[config.mk]
export PLATFORM = sky130hd
export DESIGN_NAME = radix_digit_converter_core
export DESIGN_NICKNAME = d
export VERILOG_FILES = /design/src/rtl/rdc_pkg.sv /design/src/rtl/rdc_divider.sv /design/src/rtl/rdc_digit_store.sv /design/src/rtl/radix_digit_converter_core.sv
export SDC_FILE = /design/constraint.sdc
export NUM_CORES = 1
export LEC_CHECK = 0
export BUFFER_PORTS_ARGS = -buffer_cell sky130_fd_sc_hd__buf_2
export CORE_MARGIN = 2
export CORE_UTILIZATION = 40
export DETAILED_ROUTE_END_ITERATION = 10
export PLACE_DENSITY = 0.53
export SYNTH_ARGS = -nofsm -noshare
export SYNTH_HDL_FRONTEND = slang
export SYNTH_HIERARCHICAL = 1
export SYNTH_SLANG_ARGS = --single-unit
export TNS_END_PERCENT = 10
[constraint.sdc]
create_clock -name clock -period 7.9 [get_ports clock]
set_input_delay 1.975 -clock clock [delete_from_list [all_inputs] [get_ports clock]]
set_output_delay 1.975 -clock clock [all_outputs]
set_load 0.01 [all_outputs]
[src/rtl/rdc_pkg.sv]
// shared constants, types and helpers for the radix digit converter
`timescale 1ns / 1ps

package rdc_pkg;

   localparam int MAX_DIGITS_DEF = 64;
   localparam int VALUE_BITS_DEF = 64;

   localparam int RADIX_W = 5;
   localparam int DIGIT_W = 4;
   localparam int CHAR_W  = 8;
   localparam int CSR_W   = 32;
   localparam int ADDR_W  = 5;
   localparam int IDX_W   = 3;

   localparam logic [IDX_W-1:0] REG_RADIX       = 3'd0;
   localparam logic [IDX_W-1:0] REG_CHARS_0_3   = 3'd1;
   localparam logic [IDX_W-1:0] REG_CHARS_4_7   = 3'd2;
   localparam logic [IDX_W-1:0] REG_CHARS_8_11  = 3'd3;
   localparam logic [IDX_W-1:0] REG_CHARS_12_15 = 3'd4;

   localparam logic [RADIX_W-1:0] RADIX_RESET = 5'd10;
   localparam logic [RADIX_W-1:0] RADIX_MIN   = 5'd2;
   localparam logic [RADIX_W-1:0] RADIX_MAX   = 5'd16;

   localparam logic [CSR_W-1:0] CHARS_0_3_RESET   = 32'h3332_3130;
   localparam logic [CSR_W-1:0] CHARS_4_7_RESET   = 32'h3736_3534;
   localparam logic [CSR_W-1:0] CHARS_8_11_RESET  = 32'h6261_3938;
   localparam logic [CSR_W-1:0] CHARS_12_15_RESET = 32'h6665_6463;

   typedef logic [3:0][CSR_W-1:0] char_table_type;

   typedef enum logic [3:0] {
      S_IDLE = 4'b0001,
      S_DIV  = 4'b0010,
      S_WAIT = 4'b0100,
      S_EMIT = 4'b1000
   } state_type;

   // picks byte d of the sixteen-byte character table
   function automatic logic [CHAR_W-1:0] char_of(input char_table_type tbl,
                                                 input logic [DIGIT_W-1:0] d);
      logic [CSR_W-1:0] word;
      word = tbl[d[3:2]];
      return word[{d[1:0], 3'b000} +: CHAR_W];
   endfunction

   function automatic logic [RADIX_W-1:0] clamp_radix(input logic [RADIX_W-1:0] r);
      logic [RADIX_W-1:0] res;
      res = r;
      if (r < RADIX_MIN) begin
         res = RADIX_MIN;
      end else if (r > RADIX_MAX) begin
         res = RADIX_MAX;
      end
      return res;
   endfunction

endpackage

[src/rtl/rdc_divider.sv]
// iterative restoring divider, one quotient bit per cycle, small divisor
`timescale 1ns / 1ps

module rdc_divider #(
   parameter int VALUE_BITS = rdc_pkg::VALUE_BITS_DEF
) (
   input  logic                          clock,
   input  logic                          reset,
   input  logic                          start,
   input  logic [VALUE_BITS-1:0]         dividend,
   input  logic [rdc_pkg::RADIX_W-1:0]   divisor,
   output logic                          done,
   output logic [VALUE_BITS-1:0]         quotient,
   output logic [rdc_pkg::DIGIT_W-1:0]   remainder
);

   localparam int CNT_W = $clog2(VALUE_BITS + 1);
   localparam logic [CNT_W-1:0] CNT_ONE  = CNT_W'(1);
   localparam logic [CNT_W-1:0] CNT_LOAD = CNT_W'(VALUE_BITS);

   logic                        busy_ff, busy_in;
   logic                        done_ff, done_in;
   logic [CNT_W-1:0]            cnt_ff, cnt_in;
   logic [VALUE_BITS-1:0]       quot_ff, quot_in;
   logic [rdc_pkg::RADIX_W-1:0] rem_ff, rem_in;
   logic [rdc_pkg::RADIX_W-1:0] div_ff, div_in;
   logic [rdc_pkg::RADIX_W:0]   partial;
   logic                        ge;

   // partial remainder stays below the divisor, so it fits after the shift
   assign partial = {rem_ff, quot_ff[VALUE_BITS-1]};
   assign ge      = (partial >= {1'b0, div_ff});

   always_comb begin
      busy_in = busy_ff;
      done_in = 1'b0;
      cnt_in  = cnt_ff;
      quot_in = quot_ff;
      rem_in  = rem_ff;
      div_in  = div_ff;
      if (start) begin
         busy_in = 1'b1;
         cnt_in  = CNT_LOAD;
         quot_in = dividend;
         rem_in  = '0;
         div_in  = divisor;
      end else if (busy_ff) begin
         quot_in = {quot_ff[VALUE_BITS-2:0], ge};
         rem_in  = ge ? rdc_pkg::RADIX_W'(partial - {1'b0, div_ff})
                      : partial[rdc_pkg::RADIX_W-1:0];
         cnt_in  = cnt_ff - CNT_ONE;
         if (cnt_ff == CNT_ONE) begin
            busy_in = 1'b0;
            done_in = 1'b1;
         end
      end
   end

   always_ff @(posedge clock) begin
      if (reset) begin
         busy_ff <= 1'b0;
         done_ff <= 1'b0;
         cnt_ff  <= '0;
      end else begin
         busy_ff <= busy_in;
         done_ff <= done_in;
         cnt_ff  <= cnt_in;
      end
      quot_ff <= quot_in;
      rem_ff  <= rem_in;
      div_ff  <= div_in;
   end

   assign done      = done_ff;
   assign quotient  = quot_ff;
   assign remainder = rem_ff[rdc_pkg::DIGIT_W-1:0];

endmodule

[src/rtl/rdc_digit_store.sv]
// digit memory, one write port and one registered read port
`timescale 1ns / 1ps

module rdc_digit_store #(
   parameter int MAX_DIGITS = rdc_pkg::MAX_DIGITS_DEF
) (
   input  logic                              clock,
   input  logic                              wr_en,
   input  logic [$clog2(MAX_DIGITS)-1:0]     wr_addr,
   input  logic [rdc_pkg::DIGIT_W-1:0]       wr_data,
   input  logic                              rd_en,
   input  logic [$clog2(MAX_DIGITS)-1:0]     rd_addr,
   output logic [rdc_pkg::DIGIT_W-1:0]       rd_data
);

   logic [rdc_pkg::DIGIT_W-1:0] mem_ff [MAX_DIGITS];
   logic [rdc_pkg::DIGIT_W-1:0] rd_data_ff;

   always_ff @(posedge clock) begin
      if (wr_en) begin
         mem_ff[wr_addr] <= wr_data;
      end
   end

   always_ff @(posedge clock) begin
      if (rd_en) begin
         // a digit written in the same cycle is passed straight through
         if (wr_en && (wr_addr == rd_addr)) begin
            rd_data_ff <= wr_data;
         end else begin
            rd_data_ff <= mem_ff[rd_addr];
         end
      end
   end

   assign rd_data = rd_data_ff;

endmodule

[src/rtl/radix_digit_converter_core.sv]
// radix digit converter top level: register port, sequencer and output stage
`timescale 1ns / 1ps

//  channel   ports                                   handshake
//  --------  --------------------------------------  ------------------------------
//  request   req_value                               start high while busy low
//  result    rsp_digit_char, rsp_last_digit          rsp_strobe, one cycle, no stall
//  csr       psel penable pwrite paddr pwdata prdata write in the access cycle
//
//  each digit passes through the shared shift-subtract divider (a start pulse, the
//  quotient bits one after another, then a done pulse); digits leave one per cycle
//  busy stays high from the accepted start until the last digit is issued
//  reset is synchronous and active high; no clearing pass, memory is written before read
//  the receiver cannot stall, each result word is shown for exactly one cycle

module radix_digit_converter_core #(
   parameter int MAX_DIGITS = rdc_pkg::MAX_DIGITS_DEF,
   parameter int VALUE_BITS = rdc_pkg::VALUE_BITS_DEF
) (
   input  logic                          clock,
   input  logic                          reset,
   input  logic                          start,
   output logic                          busy,
   input  logic [63:0]                   req_value,
   output logic                          rsp_strobe,
   output logic [rdc_pkg::CHAR_W-1:0]    rsp_digit_char,
   output logic                          rsp_last_digit,
   input  logic                          psel,
   input  logic                          penable,
   input  logic                          pwrite,
   input  logic [rdc_pkg::ADDR_W-1:0]    paddr,
   input  logic [rdc_pkg::CSR_W-1:0]     pwdata,
   output logic [rdc_pkg::CSR_W-1:0]     prdata,
   output logic                          pready
);

   localparam int CNT_W  = $clog2(MAX_DIGITS + 1);
   localparam int MADR_W = $clog2(MAX_DIGITS);
   localparam logic [CNT_W-1:0] CNT_ONE = CNT_W'(1);
   localparam logic [CNT_W-1:0] CNT_TWO = CNT_W'(2);
   localparam logic [CNT_W-1:0] CNT_MAX = CNT_W'(MAX_DIGITS);

   // configuration registers
   logic [rdc_pkg::RADIX_W-1:0]  radix_ff;
   rdc_pkg::char_table_type      chars_ff;
   logic                         csr_we;
   logic [rdc_pkg::IDX_W-1:0]    csr_idx;
   logic [rdc_pkg::RADIX_W-1:0]  eff_radix;

   // sequencer
   rdc_pkg::state_type           state_ff, state_in;
   logic [VALUE_BITS-1:0]        remaining_ff, remaining_in;
   logic [CNT_W-1:0]             count_ff, count_in;
   logic [MADR_W-1:0]            rd_ptr_ff, rd_ptr_in;
   logic                         last_pend_ff, last_pend_in;
   logic [CNT_W-1:0]             count_m1, count_m2;

   // output stage
   logic                         rsp_valid_ff, rsp_valid_in;
   logic                         rsp_last_ff, rsp_last_in;
   logic [rdc_pkg::CHAR_W-1:0]   rsp_char_ff, rsp_char_in;

   // divider and store hookup
   logic                         div_start;
   logic                         div_done;
   logic [VALUE_BITS-1:0]        div_quot;
   logic [rdc_pkg::DIGIT_W-1:0]  div_rem;
   logic                         st_wr_en;
   logic                         st_rd_en;
   logic [MADR_W-1:0]            st_rd_addr;
   logic [rdc_pkg::DIGIT_W-1:0]  st_rd_data;

   assign pready  = 1'b1;
   assign csr_we  = psel & penable & pwrite;
   assign csr_idx = paddr[4:2];

   always_ff @(posedge clock) begin
      if (reset) begin
         radix_ff    <= rdc_pkg::RADIX_RESET;
         chars_ff[0] <= rdc_pkg::CHARS_0_3_RESET;
         chars_ff[1] <= rdc_pkg::CHARS_4_7_RESET;
         chars_ff[2] <= rdc_pkg::CHARS_8_11_RESET;
         chars_ff[3] <= rdc_pkg::CHARS_12_15_RESET;
      end else if (csr_we) begin
         unique case (csr_idx)
            rdc_pkg::REG_RADIX: begin
               radix_ff <= pwdata[rdc_pkg::RADIX_W-1:0];
            end
            rdc_pkg::REG_CHARS_0_3: begin
               chars_ff[0] <= pwdata;
            end
            rdc_pkg::REG_CHARS_4_7: begin
               chars_ff[1] <= pwdata;
            end
            rdc_pkg::REG_CHARS_8_11: begin
               chars_ff[2] <= pwdata;
            end
            rdc_pkg::REG_CHARS_12_15: begin
               chars_ff[3] <= pwdata;
            end
            default: begin
            end
         endcase
      end
   end

   always_comb begin
      unique case (csr_idx)
         rdc_pkg::REG_RADIX:       prdata = {{(rdc_pkg::CSR_W-rdc_pkg::RADIX_W){1'b0}},
                                             radix_ff};
         rdc_pkg::REG_CHARS_0_3:   prdata = chars_ff[0];
         rdc_pkg::REG_CHARS_4_7:   prdata = chars_ff[1];
         rdc_pkg::REG_CHARS_8_11:  prdata = chars_ff[2];
         rdc_pkg::REG_CHARS_12_15: prdata = chars_ff[3];
         default:                  prdata = '0;
      endcase
   end

   assign eff_radix = rdc_pkg::clamp_radix(radix_ff);

   assign count_m1 = count_ff - CNT_ONE;
   assign count_m2 = count_ff - CNT_TWO;

   assign busy      = (state_ff != rdc_pkg::S_IDLE);
   assign div_start = (state_ff == rdc_pkg::S_DIV);
   // digits past the store depth are the high ones and get dropped
   assign st_wr_en  = (state_ff == rdc_pkg::S_WAIT) && div_done && (count_ff != CNT_MAX);

   always_comb begin
      state_in     = state_ff;
      remaining_in = remaining_ff;
      count_in     = count_ff;
      rd_ptr_in    = rd_ptr_ff;
      last_pend_in = last_pend_ff;
      rsp_valid_in = 1'b0;
      rsp_last_in  = rsp_last_ff;
      rsp_char_in  = rsp_char_ff;
      st_rd_en     = 1'b0;
      st_rd_addr   = rd_ptr_ff;
      unique case (state_ff)
         rdc_pkg::S_IDLE: begin
            if (start) begin
               remaining_in = req_value[VALUE_BITS-1:0];
               count_in     = '0;
               state_in     = rdc_pkg::S_DIV;
            end
         end
         rdc_pkg::S_DIV: begin
            state_in = rdc_pkg::S_WAIT;
         end
         rdc_pkg::S_WAIT: begin
            if (div_done) begin
               remaining_in = div_quot;
               if (st_wr_en) begin
                  count_in = count_ff + CNT_ONE;
               end
               if (div_quot == '0) begin
                  // first read goes out here, data arrives in the emit state
                  st_rd_en     = 1'b1;
                  st_rd_addr   = st_wr_en ? count_ff[MADR_W-1:0] : count_m1[MADR_W-1:0];
                  last_pend_in = st_wr_en ? (count_ff == '0) : (count_ff == CNT_ONE);
                  rd_ptr_in    = st_wr_en ? count_m1[MADR_W-1:0] : count_m2[MADR_W-1:0];
                  state_in     = rdc_pkg::S_EMIT;
               end else begin
                  state_in = rdc_pkg::S_DIV;
               end
            end
         end
         rdc_pkg::S_EMIT: begin
            rsp_valid_in = 1'b1;
            rsp_last_in  = last_pend_ff;
            rsp_char_in  = rdc_pkg::char_of(chars_ff, st_rd_data);
            if (last_pend_ff) begin
               state_in = rdc_pkg::S_IDLE;
            end else begin
               st_rd_en     = 1'b1;
               st_rd_addr   = rd_ptr_ff;
               last_pend_in = (rd_ptr_ff == '0);
               rd_ptr_in    = rd_ptr_ff - MADR_W'(1);
            end
         end
         default: begin
            state_in = rdc_pkg::S_IDLE;
         end
      endcase
   end

   always_ff @(posedge clock) begin
      if (reset) begin
         state_ff     <= rdc_pkg::S_IDLE;
         count_ff     <= '0;
         remaining_ff <= '0;
         rsp_valid_ff <= 1'b0;
         last_pend_ff <= 1'b0;
      end else begin
         state_ff     <= state_in;
         count_ff     <= count_in;
         remaining_ff <= remaining_in;
         rsp_valid_ff <= rsp_valid_in;
         last_pend_ff <= last_pend_in;
      end
      rd_ptr_ff   <= rd_ptr_in;
      rsp_last_ff <= rsp_last_in;
      rsp_char_ff <= rsp_char_in;
   end

   rdc_divider #(
      .VALUE_BITS (VALUE_BITS)
   ) u_divider (
      .clock     (clock),
      .reset     (reset),
      .start     (div_start),
      .dividend  (remaining_ff),
      .divisor   (eff_radix),
      .done      (div_done),
      .quotient  (div_quot),
      .remainder (div_rem)
   );

   rdc_digit_store #(
      .MAX_DIGITS (MAX_DIGITS)
   ) u_store (
      .clock   (clock),
      .wr_en   (st_wr_en),
      .wr_addr (count_ff[MADR_W-1:0]),
      .wr_data (div_rem),
      .rd_en   (st_rd_en),
      .rd_addr (st_rd_addr),
      .rd_data (st_rd_data)
   );

   assign rsp_strobe     = rsp_valid_ff;
   assign rsp_digit_char = rsp_char_ff;
   assign rsp_last_digit = rsp_last_ff;

   a_strobe_from_emit: assert property (@(posedge clock) disable iff (reset)
      rsp_valid_ff |-> $past(state_ff == rdc_pkg::S_EMIT))
      else $error("result word without emit state");

   a_done_in_wait: assert property (@(posedge clock) disable iff (reset)
      div_done |-> (state_ff == rdc_pkg::S_WAIT))
      else $error("divider finished outside wait state");

   a_rem_below_radix: assert property (@(posedge clock) disable iff (reset)
      div_done |-> ({1'b0, div_rem} < eff_radix))
      else $error("remainder not below radix");

   a_count_bound: assert property (@(posedge clock) disable iff (reset)
      count_ff <= CNT_MAX)
      else $error("digit count past store depth");

   a_start_busy: assert property (@(posedge clock) disable iff (reset)
      (start && !busy) |=> busy)
      else $error("accepted word did not raise busy");

endmodule

==> results of run 1 <==
## worst register-to-register path, cell delays in order (launching register included)
cell and delay, ps:
dfxtp_1 740, inv_1 280, ha_1 280, nand2_1 80
o311ai_2 100, buf_4 210, inv_2 250, xnor2_1 200
nand3_1 160, o21ai_4 400, buf_4 480, and2_0 940
a22oi_1 260, nand3_1 220, o21ai_0 100, o21ai_0 310
nand2_1 100
## report_power, final
part	switching (mW)	internal, mW	leakage [nW]
clock network	1.17	1.67	0.986
registers	0.0845	3.46	4.95
logic	0.532	0.248	4.15
total	1.79	5.38	10.1
## flip-flops by register name (all words and copies together) (netlist names)
name and flops:
u_divider/done 1, rsp_digit_char 8, radix_ff 5, u_divider/rem_ff 5, u_store/rd_data 4, u_divider/cnt_ff 7, state_ff 4, u_divider/quotient 64
last_pend_ff 1, rsp_strobe 1, u_divider/div_ff 5, u_divider/busy_ff 1, remaining_ff 64, chars_ff 128, count_ff 7, rsp_last_digit 1
u_store/mem_ff 256, rd_ptr_ff 6
## how the worst min path moves through the flow
stage          slack (ps)             end
2_1_floorplan         430  rsp_last_digit
3_3_place_gp          450    chars_ff[73]
3_5_place_dp          460     chars_ff[2]
4_1_cts               470     chars_ff[2]
5_1_grt               490    chars_ff[65]
6_report              470    chars_ff[11]
## cell type report
cell class | count | area (sq um) | share of cell area
clock buffers | 93 | 1810 | 0.0631
clock inverters | 21 | 183 | 0.00637
well taps | 846 | 1060 | 0.0369
multi-input cells | 1331 | 9790 | 0.341
repair buffers | 172 | 942 | 0.0328
diodes | 3 | 7.51 | 0.000262
flip-flops and latches | 568 | 14800 | 0.516
inverters | 23 | 86.3 | 0.00301
## logic make-up (layout without fill, tap and decap cells)
family / count (synthesis) / after routing / share of synthesized area
XOR/XNOR: 29 / 29 / 0.0101
AND/OR/NAND/NOR: 684 / 684 / 0.123
AO/OA/AOI/OAI: 308 / 308 / 0.0813
other: 1 / 4 / 0.000148
multiplexers: 292 / 292 / 0.160
buffers and inverters: 171 / 309 / 0.0305
adder cells (fa/ha/maj): 17 / 17 / 0.00871
flip-flops: 568 / 568 / 0.586
## cells in the final DEF, fill, tap and decap left out, types with 22 or more instances in the layout
| master | count |
|---|---|
| a211oi_1 | 69 |
| a21oi_1 | 100 |
| a22oi_1 | 80 |
| buf_2 | 146 |
| buf_4 | 24 |
| clkbuf_16 | 64 |
| dfxtp_1 | 220 |
| edfxtp_1 | 344 |
| mux2_2 | 67 |
| mux2i_1 | 144 |
| mux4_2 | 76 |
| nand2_1 | 322 |
| nand3_1 | 22 |
| nand3b_1 | 60 |
| nor2_1 | 180 |
## stage by stage
step	power (mW)	hold slack [ps]	setup WS, ps	area [sq um]	cells
after global placement	4.37	454	1840	26700	2940
after floorplan	4.12	431	2540	25300	2070
after global routing	7.47	490	1710	28700	3057
after CTS	7.26	471	1830	28700	3054
after detailed placement	4.40	463	1810	26700	2940
final	7.17	471	1810	28700	3057
## per-layer routing
layer | share of wire | up-vias | wire length (microns)
met4 | 0.022 | 0 | 1460
met3 | 0.052 | 94 | 3450
met1 | 0.45 | 8368 | 29300
met5 | 0 | - | 0
li1 | - | 7841 | -
met2 | 0.48 | 441 | 31600
==> flow_summary_export.csv, run 1 <==
group,metric,value,unit
setup_path,arrival,4120,ps
grt,grt_pass1_vias,16432,
timing,skew,15.4,ps
clock_tree,clkSinkCount,568,
setup_path,endpoint,"prdata[17]",
die,design.core.area,62700,sq um
grt,grt_first_pass_wirelength,101000,microns
yosys,synth_cell_types,74,
setup_path,worst-r2r-cell-count,16,
setup_path,critical-path-top-delay-family,"simple AND/OR/NAND/NOR gates",
timing,worst_pin_slew,1120,ps
finish,area_growth,13.6,%
grt,grt-ovfl-total,0,
clock_tree,clock_latency,620,ps
setup_path,path_depth,7,
yosys,synth-seq-cells,568,
yosys,netlist_area,25300,sq um
setup_path,critPathMaxFanout,18,
yosys,synth_fp_nets,2194,
setup_path,critPathLaunch,"paddr[3]",
timing,fmax,164,MHz
die,io_pins,151,
clock_tree,cts_max_path_buffers,3,
timing,finalCriticalPeriod,6090,ps
finish,drive_gt1_frac,0.202,
setup_path,critPathRequiredTime,5930,ps
yosys,yosysTopAreaCellShare,0.409,
yosys,yosys.cell_count.top_type,"edfxtp_1",
yosys,syn_area_per_cell,12.2,sq um
setup_path,crit_path_max_incr_delay,870,ps
timing,fin_crit_sh,0.771,
yosys,synth_area_leader_cell,"edfxtp_1",
setup_path,r2r_start,"count_ff[1]",
clock_tree,ctsResizeCount,0,
die,fp.dieH,255,microns
detailed_routing,drc,0,
flow_run,drv_cap,0,
grt,grt_busiest_layer,"met2",
power_and_ir_drop,p_leak,10.1,nW
placed_design,gp_congestion,0.813,
detailed_routing,drtPass1Iterations,7,
setup_path,cp.buffers_inverters,4,
setup_path,cp_cell_sequence,"buf_2 -> inv_2 -> nor3_4 -> buf_4 -> a22oi_1 -> nand2_1 -> buf_2",
timing,max_slew_margin,0.251,
power_and_ir_drop,vdd_drop_max,190,uV
timing,rsz0062_at_grt,"false",
detailed_routing,antenna_left,0,
grt,grt_antenna_before_repair,4,
die,fp-row-count,92,
clock_tree,clk_pin_slew,60,ps
clock_tree,cts_buffers,61,
yosys,yosysWarningCount,6,
setup_path,crit_path_top_delay_cell,"nor3_4",
worst_hold_path,holdPathStages,2,
grt,grt_use_met3,0.0271,
placed_design,io_buffers,147,
detailed_routing,wl_per_cell,21.5,microns
clock_tree,cts_tree,"yes",
placed_design,detailed_place_hpwl,40000,microns
yosys,synth_edf_count,344,
yosys,netlist_top_cells_area,"edfxtp_1 (41%), dfxtp_1 (18%), mux4_2 (6.8%)",
setup_path,cp_common_cell,"buf_2",
yosys,syn_inst,2070,
grt,use_met2,0.320,
worst_hold_path,hp-class,"flop to flop",
grt,use_met1,0.279,
timing,finalMaxSlewViolations,0,
yosys,synthFlopType,"edfxtp_1",
die,die_area,65200,sq um
timing,hold_viol,0,
yosys,synth_common_cells,"edfxtp_1 (344), nand2_1 (327), dfxtp_1 (224)",
worst_hold_path,min_from,"chars_ff[11]",
yosys,yosysSeqAreaShare,0.586,
detailed_routing,drtIter0Drc,1472,
die,start_util,0.403,
setup_path,cp-end-kind,"primary output",
yosys,async_flop_share,0,
timing,finalSetupViolations,0,
timing,final.setup.tns,0,ps
clock_tree,post-cts-setup-buffers,0,
detailed_routing,vias_per_cell,5.48,
setup_path,startpoint_type,"primary input",
outcome,run_status,"complete, no violations",
power_and_ir_drop,powerDensity,250,nW/um^2
detailed_routing,vias,16744,
setup_path,rrSetupSlack,2490,ps
finish,postLayoutCoreUtil,0.457,
detailed_routing,drt_wl_total,65800,microns
die,die_x,255,microns
clock_tree,cts.htree.levels,2,
grt,grt_max_degree,105,
clock_tree,cts-root-buf,"clkbuf_16",
finish,nets,2281,
setup_path,path_class,"primary input to primary output",
setup_path,reg2reg_to,"u_store/rd_data[3]",
finish,n_fill_cell,5725,
clock_tree,hold_buffers,0,
grt,grtUsageTotal,0.198,
Power figures use the tool's default switching activity.
==> run 2: changes to the inputs <==
- PLACE_DENSITY: 0.53 -> 0.55
- clock period: 7.9 -> 5.3 ns (I/O delays scaled with it)
==> run 2 against run 1 <==
Non-clock buffer count up 15. Core utilization up 0.21 points. Hold slack worse by 1.2 ps. Critical path depth up 7. Clock-buffer cell count down 13. Global-route usage about the same. Clock power up 51%. Register-to-register slack worse by 1800 ps. Largest cell class unchanged. Largest power group unchanged.
==> flow_summary_export.csv, run 2 (synthesized netlist as in run 1, its figures left out) <==
group,metric,value,unit
setup_path,crit_path_top_delay_cell,"dfxtp_1",
worst_hold_path,hp-class,"flop to flop",
finish,area_growth,14.1,%
placed_design,gp_congestion,0.792,
detailed_routing,antenna_left,0,
flow_run,drv_cap,0,
placed_design,detailed_place_hpwl,40700,microns
grt,grt_first_pass_wirelength,101000,microns
setup_path,cp.buffers_inverters,3,
timing,finalMaxSlewViolations,0,
die,die_x,255,microns
die,fp-row-count,92,
clock_tree,ctsResizeCount,0,
detailed_routing,wl_per_cell,21.3,microns
setup_path,path_class,"flop to flop",
timing,whs,470,ps
clock_tree,hold_buffers,0,
clock_tree,post-cts-setup-buffers,0,
setup_path,critPathRequiredTime,5670,ps
power_and_ir_drop,p_leak,10.2,nW
placed_design,io_buffers,147,
clock_tree,cts.htree.levels,2,
detailed_routing,drt_wl_total,65500,microns
power_and_ir_drop,powerDensity,373,nW/um^2
setup_path,cp_cell_sequence,"inv_1 -> ha_1 -> nand2_1 -> o311ai_2 -> inv_2 -> xnor2_1 -> nand3_1 -> o21ai_4 -> buf_12 -> mux4_2 -> mux4_2 -> nand2_1 -> nand4_1 -> and3_1",
die,start_util,0.403,
finish,postLayoutCoreUtil,0.460,
die,io_pins,151,
clock_tree,cts_buffers,60,
timing,skew,26.9,ps
timing,final.setup.tns,0,ps
setup_path,critical-path-top-delay-family,"multiplexers",
grt,grt-ovfl-total,0,
timing,rsz0062_at_grt,"false",
clock_tree,cts_max_path_buffers,3,
finish,largest_register_ffs,256,
grt,grt_antenna_before_repair,5,
finish,nets,2295,
clock_tree,cts_tree,"yes",
detailed_routing,drc,0,
grt,grt_max_degree,142,
timing,max_slew_margin,0.198,
grt,grtUsageTotal,0.198,
finish,reg_top3,"u_store/mem_ff: 256 flops, chars_ff: 128 flops",
timing,finalCriticalPeriod,4610,ps
setup_path,arrival,4980,ps
timing,finalSetupViolations,0,
power_and_ir_drop,vdd_drop_max,268,uV
die,fp.dieH,255,microns
setup_path,cp-end-kind,"flop",
setup_path,critPathMaxFanout,19,
power_and_ir_drop,total_power,10.7,mW
grt,grt_pass1_vias,16978,
timing,fmax,217,MHz
detailed_routing,vias_per_cell,5.53,
detailed_routing,vias,16962,
timing,fin_crit_sh,0.870,
clock_tree,cts-root-buf,"clkbuf_16",
finish,most-common-layout-cells,"edfxtp_1 (344), nand2_1 (322), dfxtp_1 (220)",
setup_path,crit_path_max_incr_delay,750,ps
detailed_routing,drtPass1Iterations,5,
finish,drive_gt1_frac,0.207,
finish,layout_commonest_cell,"edfxtp_1",
finish,regMostFlops,"u_store/mem_ff",
detailed_routing,drtIter0Drc,1476,
clock_tree,clock_latency,640,ps
die,design.core.area,62700,sq um
outcome,run_status,"complete, no violations",
clock_tree,clk_pin_slew,60,ps
setup_path,startpoint_type,"flop",
timing,worst_pin_slew,1200,ps
timing,hold_viol,0,
clock_tree,clkSinkCount,568,
die,die_area,65200,sq um
## run 2: changes by cell type in the layout (fill, tap and decap cells not counted), sizes merged
cell    delta
bufinv     +4
clkinv     +4
diode      +2
inv        +1
clkbuf    -13
buf       +15
## run 2: per-stage QoR
step / cell area [sq um] / setup WS [ps] / cells
after CTS: 28800 / 672 / 3065
final: 28800 / 690 / 3070
after global placement: 26800 / 775 / 2955
after floorplan: 25300 / 1240 / 2070
after detailed placement: 26800 / 729 / 2955
after global routing: 28800 / 408 / 3069
## run 2: cell type report
| cell class | instances | area, sq um |
|---|---|---|
| Fill cell | 5737 | 33900 |
| Clock buffer | 80 | 1680 |
| Antenna cell | 5 | 12.5 |
| Tap cell | 846 | 1060 |
| Clock inverter | 30 | 333 |
| Multi-Input combinational cell | 1331 | 9770 |
| Sequential cell | 568 | 14800 |
| Inverter | 23 | 86.3 |
| Timing Repair Buffer | 187 | 1070 |
## run 2: worst register-to-register path: cells and delay by family, from the launching register on
| kind | cells | cell delay (ps) |
|---|---|---|
| AOI/OAI and AO/OA | 2 | 490 |
| xor gates and xnor gates | 1 | 200 |
| adders and majority gates | 1 | 280 |
| buffers and inverters | 3 | 860 |
| and+or+nand+nor | 5 | 690 |
| DFF | 1 | 750 |
| muxes | 2 | 1070 |
## run 2: worst paths after layout
kind | from | to | slack, ps | cells after the start
max | count_ff[1] | u_store/rd_data[1] | 690 | 14
min | chars_ff[62] | chars_ff[62] | 470 | 2
max reg2reg | count_ff[1] | u_store/rd_data[1] | 690 | 14
min reg2reg | chars_ff[62] | chars_ff[62] | 470 | 2
## run 2: report_power, final
part	switching, mW	internal [mW]
Sequential	0.118	5.16
Combinational	0.800	0.377
Clock	1.73	2.55
## run 2: layer usage
layer	track usage	vias to the layer above	wire (microns)	part of all wire
li1	-	7879	-	-
met1	0.269	8530	28700	0.44
met2	0.329	457	32100	0.49
met3	0.0239	96	3080	0.047
met4	0.0644	0	1620	0.025
met5	0	-	0	0
==> run 3: changes to the inputs <==
- SYNTH_HIERARCHICAL: 1 -> not set
==> run 3 against run 2 <==
Sequential share of layout area down 0.37 points. Global-route usage rose by 2.1 points. Synthesized cell count rose by 18%. Register-to-register slack worse by 170 ps. Flip-flop and latch count unchanged. Cell count grew 12%. Combinational power decreased by 30%. Power shrank 7.1%. Largest cell class unchanged. Largest power group unchanged.
==> flow_summary_export.csv, run 3 <==
group,metric,value,unit
finish,drive_gt1_frac,0.146,
timing,hold_viol,0,
clock_tree,cts-root-buf,"clkbuf_16",
yosys,async_flop_share,0,
detailed_routing,drtPass1Iterations,5,
yosys,synth_edf_count,344,
timing,worst_pin_slew,979,ps
finish,largest_register_ffs,256,
yosys,synth_common_cells,"nand2_1 (687), edfxtp_1 (344), dfxtp_1 (224)",
timing,fmax,209,MHz
yosys,netlist_area,25600,sq um
finish,area_growth,13.5,%
timing,finalCriticalPeriod,4780,ps
grt,grt_antenna_before_repair,5,
placed_design,place_area,27200,sq um
die,io_pins,151,
detailed_routing,wl_per_cell,21.4,microns
placed_design,detailed_place_hpwl,46300,microns
clock_tree,post-cts-setup-buffers,0,
placed_design,io_buffers,147,
flow_run,drv_cap,0,
finish,regMostFlops,"u_store.mem_ff",
timing,finalMaxSlewViolations,0,
power_and_ir_drop,vdd_drop_max,244,uV
clock_tree,cts_buffers,58,
yosys,synth_fp_nets,2577,
yosys,netlist_top_cells_area,"edfxtp_1 (40%), dfxtp_1 (18%), nand2_1 (10%)",
grt,grt_first_pass_wirelength,113000,microns
finish,final_area,29000,sq um
yosys,synth_cell_types,74,
detailed_routing,drc,0,
setup_path,critPathMaxFanout,32,
finish,reg_top3,"u_store.mem_ff: 256 flops, chars_ff: 128 flops",
setup_path,path_class,"flop to flop",
yosys,yosys.cell_count.top_type,"nand2_1",
detailed_routing,vias,19337,
power_and_ir_drop,powerDensity,344,nW/um^2
grt,grt_max_degree,136,
yosys,synth-seq-cells,568,
clock_tree,hold_buffers,0,
detailed_routing,antenna_left,0,
detailed_routing,vias_per_cell,5.63,
grt,grt_pass1_vias,18965,
finish,nets,2663,
yosys,syn_inst,2452,
grt,grt-ovfl-total,0,
detailed_routing,drtIter0Drc,1827,
yosys,synth_area_leader_cell,"edfxtp_1",
clock_tree,ctsResizeCount,0,
die,die_x,257,microns
yosys,yosysTopAreaCellShare,0.404,
die,start_util,0.405,
clock_tree,clock_latency,640,ps
grt,grtUsageTotal,0.218,
setup_path,critPathRequiredTime,5650,ps
clock_tree,cts_tree,"yes",
die,fp.dieH,257,microns
power_and_ir_drop,p_leak,10.7,nW
timing,final.setup.tns,0,ps
setup_path,cp-end-kind,"flop",
yosys,yosysWarningCount,0,
yosys,synthFlopType,"edfxtp_1",
timing,skew,34.9,ps
die,fp-row-count,92,
outcome,run_status,"complete, no violations",
timing,max_slew_margin,0.347,
placed_design,gp_congestion,0.882,
detailed_routing,drt_wl_total,73500,microns
timing,whs,469,ps
worst_hold_path,hp-class,"flop to flop",
clock_tree,clkSinkCount,568,
yosys,yosysSeqAreaShare,0.579,
yosys,syn_area_per_cell,10.4,sq um
finish,most-common-layout-cells,"nand2_1 (683), edfxtp_1 (344), dfxtp_1 (220)",
die,die_area,66000,sq um
setup_path,startpoint_type,"flop",
die,design.core.area,63200,sq um
setup_path,arrival,5130,ps
finish,layout_commonest_cell,"nand2_1",
timing,finalSetupViolations,0,
clock_tree,clk_pin_slew,60,ps
clock_tree,cts.htree.levels,2,
timing,rsz0062_at_grt,"false",
clock_tree,cts_max_path_buffers,3,
timing,fin_crit_sh,0.902,
==> run 3: final cells by class <==
| class | count | area [sq um] |
|---|---|---|
| fillers | 5898 | 34200 |
| flip-flops and latches | 568 | 14800 |
| multi-input cells | 1681 | 9970 |
| clock buffers | 69 | 1550 |
| repair buffers | 206 | 1230 |
| well taps | 846 | 1060 |
| clock inverters | 41 | 327 |
| inverters | 23 | 86.3 |
| diodes | 1 | 2.50 |
==> run 3: where the power goes <==
part / switching, mW / internal, mW
clock: 1.76 / 2.28
sequential: 0.0611 / 5.05
combinational: 0.611 / 0.217
total: 2.43 / 7.55
==> run 3: stage by stage <==
step | std cells | utilization | power [mW] | setup slack (ps)
after floorplan | 2452 | - | 5.69 | 1040
after global placement | 3324 | 0.430 | 6.02 | 602
after detailed placement | 3324 | 0.430 | 6.05 | 581
after CTS | 3434 | 0.459 | 10.1 | 572
after global routing | 3435 | 0.460 | 10.3 | 308
final | 3435 | 0.460 | 9.98 | 520
==> run 3: logic make-up after synthesis <==
family,Yosys count,share of synthesized area
multiplexers,124,0.0683
adder cells (fa/ha/maj),18,0.00909
AND/OR/NAND/NOR,1103,0.188
buffers and inverters,203,0.0334
XOR/XNOR,32,0.0112
flip-flops,568,0.579
other,1,0.000147
AO/OA/AOI/OAI,403,0.111
==> run 3: path summary, 6_finish.rpt <==
check	from	endpoint	slack (ps)	cells after the start
max	u_divider.quotient[57]	u_store.rd_data[1]	520	11
min reg2reg	chars_ff[6]	chars_ff[6]	470	2
min	chars_ff[6]	chars_ff[6]	470	2
max reg2reg	u_divider.quotient[57]	u_store.rd_data[1]	520	11
==> run 3: worst max-delay path, cell delays in order, from the launching register on <==
cell and delay [ps]:
edfxtp_1 420, nor4_1 600, nand4_1 240, or4_1 820
o21ai_2 260, buf_4 240, nand2_2 450, a211oi_1 390
a211oi_1 110, or4_1 500, a31oi_1 260, o21ai_1 180
==> run 3: metal layers <==
layer | part of all wire | routed length, microns | vias up | global-route usage
met5 | 0.00071 | 52 | - | 0
met4 | 0.027 | 1970 | 8 | 0.0709
met3 | 0.067 | 4920 | 136 | 0.0330
met2 | 0.48 | 35000 | 674 | 0.354
met1 | 0.43 | 31600 | 9528 | 0.301
li1 | - | - | 8991 | -
